$ cat src/rtl/smon_pkg.sv
`timescale 1ns / 1ps
package smon_pkg;

	// Ring geometry
	localparam int RING_DEPTH = 256;
	localparam int IDX_W      = $clog2(RING_DEPTH);
	localparam int CNT_W      = $clog2(RING_DEPTH + 1);

	// Percentile rank: floor(x / 100) as (x * RECIP) >> RECIP_SHIFT
	localparam int RANK_PROD_W  = CNT_W + 7;
	localparam int RECIP_SHIFT  = 26;
	localparam int RECIP_W      = 20;
	localparam logic [RECIP_W-1:0] RECIP = RECIP_W'((2 ** RECIP_SHIFT + 99) / 100);
	localparam logic [6:0] PCT_TAB [4] = '{7'd50, 7'd95, 7'd99, 7'd100};

	// Rate: received * 256 * 10^6 / elapsed
	localparam int NUM_W   = 60;
	localparam int DCNT_W  = $clog2(NUM_W);
	localparam logic [27:0] RATE_SCALE = 28'd256000000;

	localparam logic [31:0] GAP_LIMIT = 32'h8000_0000;
	localparam logic [31:0] FULL32    = 32'hFFFF_FFFF;

	// Opcodes
	localparam logic [1:0] OP_ACCEPT = 2'd0;
	localparam logic [1:0] OP_QUERY  = 2'd1;
	localparam logic [1:0] OP_CLEAR  = 2'd2;

	typedef enum logic [2:0] {
		ST_IDLE,
		ST_MUL,
		ST_DIV_GO,
		ST_DIV_WAIT,
		ST_RANK,
		ST_SEL_GO,
		ST_SEL_WAIT,
		ST_DONE
	} smon_state_t;

	typedef enum logic [1:0] {
		SEL_IDLE,
		SEL_SCAN,
		SEL_DRAIN,
		SEL_UPDATE
	} smon_sel_state_t;

	typedef struct packed {
		logic [1:0]  opcode;
		logic [31:0] sequence_number;
		logic [63:0] time_us;
	} smon_req_t;

	typedef struct packed {
		logic [31:0] received_count;
		logic [31:0] dropped_count;
		logic        sequence_seen;
		logic [31:0] last_sequence_number;
		logic        rate_valid;
		logic [31:0] rate_hz_q8;
		logic        intervals_valid;
		logic [31:0] median_interval_us;
		logic [31:0] p95_interval_us;
		logic [31:0] p99_interval_us;
		logic [31:0] max_interval_us;
	} smon_rsp_t;

	typedef struct packed {
		logic             start;
		logic [IDX_W-1:0] rank;
		logic [CNT_W-1:0] count;
	} smon_sel_cmd_t;

	typedef struct packed {
		logic        done;
		logic [31:0] value;
	} smon_sel_sts_t;

endpackage

$ cat src/rtl/smon_div.sv
`timescale 1ns / 1ps
module smon_div (
	input  logic                      clk,
	input  logic                      arst_n,
	input  logic                      start,
	input  logic [smon_pkg::NUM_W-1:0] dividend,
	input  logic [63:0]               divisor,
	output logic                      done,
	output logic [31:0]               quotient
);
	import smon_pkg::*;

	logic              busy_q;
	logic              done_q;
	logic [DCNT_W-1:0] cnt_q;
	logic [NUM_W-1:0]  num_q;
	logic [NUM_W-1:0]  quo_q;
	logic [63:0]       rem_q;
	logic [63:0]       den_q;
	logic [64:0]       trial;
	logic [64:0]       diff;
	logic              ge;

	// One restoring step: shift in the next dividend bit, subtract if it fits
	always_comb begin
		trial = {rem_q, num_q[NUM_W-1]};
		diff  = trial - {1'b0, den_q};
		ge    = (trial >= {1'b0, den_q});
	end

	// Advance one quotient bit per cycle
	always_ff @(posedge clk or negedge arst_n) begin
		if (!arst_n) begin
			busy_q <= 1'b0;
			done_q <= 1'b0;
			cnt_q  <= '0;
			num_q  <= '0;
			quo_q  <= '0;
			rem_q  <= '0;
			den_q  <= '0;
		end else begin
			done_q <= 1'b0;
			if (start) begin
				busy_q <= 1'b1;
				cnt_q  <= DCNT_W'(NUM_W - 1);
				num_q  <= dividend;
				den_q  <= divisor;
				rem_q  <= '0;
				quo_q  <= '0;
			end else if (busy_q) begin
				rem_q <= ge ? diff[63:0] : trial[63:0];
				quo_q <= {quo_q[NUM_W-2:0], ge};
				num_q <= {num_q[NUM_W-2:0], 1'b0};
				cnt_q <= cnt_q - 1'b1;
				if (cnt_q == '0) begin
					busy_q <= 1'b0;
					done_q <= 1'b1;
				end
			end
		end
	end

	// Saturate to 32 bits
	assign done     = done_q;
	assign quotient = (|quo_q[NUM_W-1:32]) ? FULL32 : quo_q[31:0];

endmodule

$ cat config.mk
export PLATFORM = sky130hd
export DESIGN_NAME = smon_div
export DESIGN_NICKNAME = d
export VERILOG_FILES = /design/src/rtl/smon_pkg.sv /design/src/rtl/smon_div.sv
export SDC_FILE = /design/constraint.sdc
export NUM_CORES = 1
export LEC_CHECK = 0
export BUFFER_PORTS_ARGS = -buffer_cell sky130_fd_sc_hd__buf_2
export CORE_ASPECT_RATIO = 2
export CORE_MARGIN = 3
export CORE_UTILIZATION = 54
export CTS_BUF_LIST = sky130_fd_sc_hd__clkbuf_4
export CTS_CLUSTER_DIAMETER = 100
export DETAILED_ROUTE_END_ITERATION = 10
export PLACE_DENSITY = 0.77
export SETUP_SLACK_MARGIN = 0.2
export SYNTH_ARGS = -nofsm -noshare
export SYNTH_HDL_FRONTEND = slang
export SYNTH_SLANG_ARGS = --single-unit
$ cat constraint.sdc
create_clock -name clk -period 4 [get_ports clk]
set_input_delay 0.6 -clock clk [delete_from_list [all_inputs] [get_ports clk]]
set_output_delay 0.6 -clock clk [all_outputs]
set_load 0.03 [all_outputs]
==> run summary <==
The effective utilization at floorplan is 0.550, and the vias per cell is 5.79. Async set-reset flop share out of synthesis: 1.00. Clock skew: 0.0466 ns. Among all stages on the critical path, the largest delay is contributed by sky130_fd_sc_hd__dfrtp_1.

From bottom edge to top edge, the die measures 243 um. At the pin with the least slew margin, the transition time is 0.897 ns. The final layout contains 2033 nets. By count the netlist is led by sky130_fd_sc_hd__dfrtp_1 (256), sky130_fd_sc_hd__nand2_1 (228), sky130_fd_sc_hd__nor2_1 (178), sky130_fd_sc_hd__o21ai_0 (171), sky130_fd_sc_hd__mux2i_1 (132). The sequential cell area fraction in the yosys report is 0.421, and the deepest clock path buffer count is 3. The tools report the HPWL reported at the end of detailed placement as 27500 um. The synthesized design contains 256 register bits. Synthesis produced a netlist whose cell count is 1713. The synthesized design spends more area on one cell type than any other, namely sky130_fd_sc_hd__dfrtp_1.

Walking the worst path, the cells encountered are inv_1 -> ha_1 -> nor2b_1 -> o21ai_0 -> o21ai_1 -> a21oi_1 -> o21a_1 -> o31a_1 -> o2111a_1 -> or2_4 -> nor2_4 -> nand2_1 -> o22ai_1. The setup total negative slack came out at 0 ns. The run gives 59 as the clock buffer count from CTS. The reg-to-reg setup timing slack was 0.41 ns; the biggest cell delay along the critical path was 0.38 ns.

The worst hold path passes through 3 cells. Critical path class: reg -> reg. The number of clock sinks came out at 256. The routed wire length is 38400 um, and the global-route wire length before repair is 63300 um. The simple-gate share of the synthesized area came out at 0.158. Clock latency on the worst-skew pair, taken at its later pin, is 0.75 ns. The total core area was 27700 um^2; the fraction of synthesized cell area taken by the top area cell type was 0.421.

The max-slew violation count is 0, and the setup-violating endpoint count in the final report is 0. Summed over all layers, the global routing overflow is 0. The run gives 2418 as the number of inserted filler cells in the final layout. Initial detailed-routing violation count: 637.

By instance count, the leading cell after synthesis is sky130_fd_sc_hd__dfrtp_1. The type of destination of the critical path was a register. Data on the critical path arrives at its endpoint at 4.21 ns.

The tool flagged a number of max-cap violations equal to 0. The fraction of final layout cells with drive strength greater than 1 works out to 0.165. TritonCTS built the clock tree. Tracing the worst setup path back leads to its startpoint at den_q[1]. Buffers placed on the I/O ports in this run total 159.

Static timing analysis puts the maximum clock frequency at 279 MHz. The kind of launch point of the worst setup path was a register. The met3 capacity usage during global routing came out at 0.0377. The number of synthesized flops with an enable pin was 0. Capture point of the worst path: rem_q[47]. The number of placement rows was 86; the mean routed wirelength per cell was 17.1 um. After synthesis, the cell types taking the most area are sky130_fd_sc_hd__dfrtp_1 (42%), sky130_fd_sc_hd__mux2i_1 (8.7%), sky130_fd_sc_hd__o21ai_0 (5.6%).

The dominant combinational cell family by area after synthesis was compound AO/OA/AOI/OAI gates. Worst hold-check path type: in -> reg. The unique cell type count in the Yosys netlist is 76, and the number of nets in the synthesized netlist is 1907. For the placer's final routability congestion estimate, the log shows 0.944.

The relative slew slack came out at 0.402. Post-synthesis instance area: 15200 um^2. Entering global routing, the biggest net connects 167 pins. The tools report the capture point of the worst reg-to-reg path as rem_q[47]. The final period utilization works out to 0.897. For this design the static power due to leakage is 9.14 nW. Number of antenna violations at the first check in global routing: 2. The adder and majority cell fraction of the synthesized area was 0.0556. For this run, the number of Yosys warnings is 0. Signed area change from the synthesized netlist to the final layout: 11.4%. The maximum fanout encountered on the critical timing path came out at 13. The via count of the first global-routing pass was 13300; the synthesized-area fraction occupied by xor and xnor cells was 0.0345.

In this run the remaining antenna-violating nets after routing total 0. The run finished with clean final reports. The width of the die was 125 um; the count of cells along the worst register-to-register path was 13. The tools report the cell at the root of the clock tree as sky130_fd_sc_hd__clkbuf_4. The startpoint identified for the worst register-to-register timing path is den_q[1]. For the area of the die, the log shows 30400 um^2. The met1 usage in global routing was 0.266. In this run the power density over the cells is 331 nW/um^2.

Across the VDD grid, the largest voltage drop is 0.222 mV. The tools report the global router's overall resource usage as 0.249. The number of detailed-routing iterations run before antenna repair was 5; the average cell area after synthesis was 8.88 um^2.

In the routed design, unresolved DRC markers number 0. The proportion of synthesized area in mux cells was 0.0893. Clock transition time at the flip-flop clock pins of the worst setup and hold paths: 0.08 ns. STA puts the critical path data required time at 4.63 ns.

The area fraction in compound gates after synthesis is 0.185. The count of pins on the block boundary was 160. The H-tree generated during clock tree synthesis spans 2 levels. For the post-layout total power, the log shows 5.62 mW.

The logs give 0.456 for the routing usage on met2 and 0.613 for the core utilization of the finished layout. Setup repair after global routing left no endpoint under its margin. The number of vias in the routed layout was 13000; the total count of hold-check failures in the final report was 0. The predominant post-synthesis flop cell was sky130_fd_sc_hd__dfrtp_1.

The routing layer with the top usage in global route was met2. After layout, the minimum clock period comes to 3.59 ns.
-- power breakdown --
group | internal [mW] | switching [mW] | total (mW)
Sequential | 2.70 | 0.0519 | 2.76
Combinational | 0.249 | 0.449 | 0.698
Clock | 1.11 | 1.06 | 2.17
Total | 4.06 | 1.56 | 5.62
-- cell usage in the layout, fill, tap and decap left out, types with 26 or more instances in the layout --
| cell type | synthesis | routed |
|---|---|---|
| sky130_fd_sc_hd__mux2i_1 | 132 | 132 |
| sky130_fd_sc_hd__xor2_1 | 26 | 26 |
| sky130_fd_sc_hd__clkbuf_4 | 2 | 92 |
| sky130_fd_sc_hd__nand2_1 | 228 | 228 |
| sky130_fd_sc_hd__nor2_1 | 178 | 178 |
| sky130_fd_sc_hd__nand4_1 | 27 | 27 |
| sky130_fd_sc_hd__buf_2 | 11 | 157 |
| sky130_fd_sc_hd__dfrtp_1 | 256 | 255 |
| sky130_fd_sc_hd__o21ai_0 | 171 | 171 |
| sky130_fd_sc_hd__a211oi_1 | 40 | 40 |
| sky130_fd_sc_hd__inv_1 | 86 | 86 |
| sky130_fd_sc_hd__ha_1 | 66 | 64 |
| sky130_fd_sc_hd__or3_1 | 33 | 33 |
| sky130_fd_sc_hd__xnor2_1 | 34 | 34 |
| sky130_fd_sc_hd__a21oi_1 | 102 | 102 |
-- worst max-delay path: cells and delay by family (launching register included) --
family                   cells  cell delay (ns)
AO/OA/AOI/OAI                7             1.69
AND/OR/NAND/NOR              4             1.02
flip-flops                   1             0.38
adder cells (fa/ha/maj)      1             0.29
buffers and inverters        1             0.07
-- layout make-up --
| class | instances | area [um^2] | area share |
|---|---|---|---|
| multi-input combinational | 1257 | 7970 | 0.470 |
| tap | 352 | 440 | 0.0260 |
| clock buffer | 92 | 691 | 0.0407 |
| clock inverter | 18 | 98.8 | 0.00583 |
| inverter | 86 | 323 | 0.0190 |
| sequential | 256 | 6410 | 0.378 |
| antenna | 2 | 5.00 | 0.000295 |
| timing repair buffer | 179 | 1020 | 0.0601 |
-- flip-flops by register name, summed over array words and instances, names as in the netlist --
name / count
den_q: 64
rem_q: 64
busy_q: 1
done: 1
cnt_q: 6
num_q: 60
quo_q: 60
-- stage by stage --
| stage | area [um^2] | worst slack [ns] | std cells | hold slack (ns) |
|---|---|---|---|---|
| 2_1_floorplan | 15200 | 0.850 | 1713 | 0.304 |
| 3_3_place_gp | 16100 | 0.487 | 2127 | 0.506 |
| 3_5_place_dp | 16100 | 0.348 | 2127 | 0.506 |
| 4_1_cts | 16900 | 0.306 | 2238 | 0.0107 |
| 5_1_grt | 17000 | 0.192 | 2242 | 0.0259 |
| 6_report | 17000 | 0.413 | 2242 | 0.0594 |
-- repair_timing --
item / CTS / global route
setup buffers: 0 / 2
endpoints found under the hold margin: 89 / 0
setup endpoints to repair: 0 / 29
resized for setup: 0 / 4
hold buffers: 1 / 0
-- worst min path at each step --
| stage | to | startpoint | slack (ns) |
|---|---|---|---|
| after floorplan | busy_q | arst_n | 0.30 |
| after global placement | den_q[0] | den_q[0] | 0.51 |
| after detailed placement | den_q[0] | den_q[0] | 0.51 |
| after CTS | den_q[21] | divisor[21] | 0.01 |
| after global routing | den_q[55] | divisor[55] | 0.03 |
| final | den_q[21] | divisor[21] | 0.06 |
-- cell families (layout without fill, tap and decap cells) --
family | after synthesis | count (layout)
and+or+nand+nor | 547 | 547
AOI/OAI and AO/OA | 448 | 448
DFF | 256 | 256
buffers and inverters | 200 | 375
muxes | 135 | 135
adders and majority gates | 67 | 67
xor gates and xnor gates | 60 | 60
other | 0 | 2
-- per-layer routing --
metal	vias to the layer above	share of wire
li1	6272	-
met4	0	0.059
met5	-	0
met2	403	0.54
met1	6144	0.36
met3	157	0.041
Note: power is estimated with default switching activity, not from simulation.
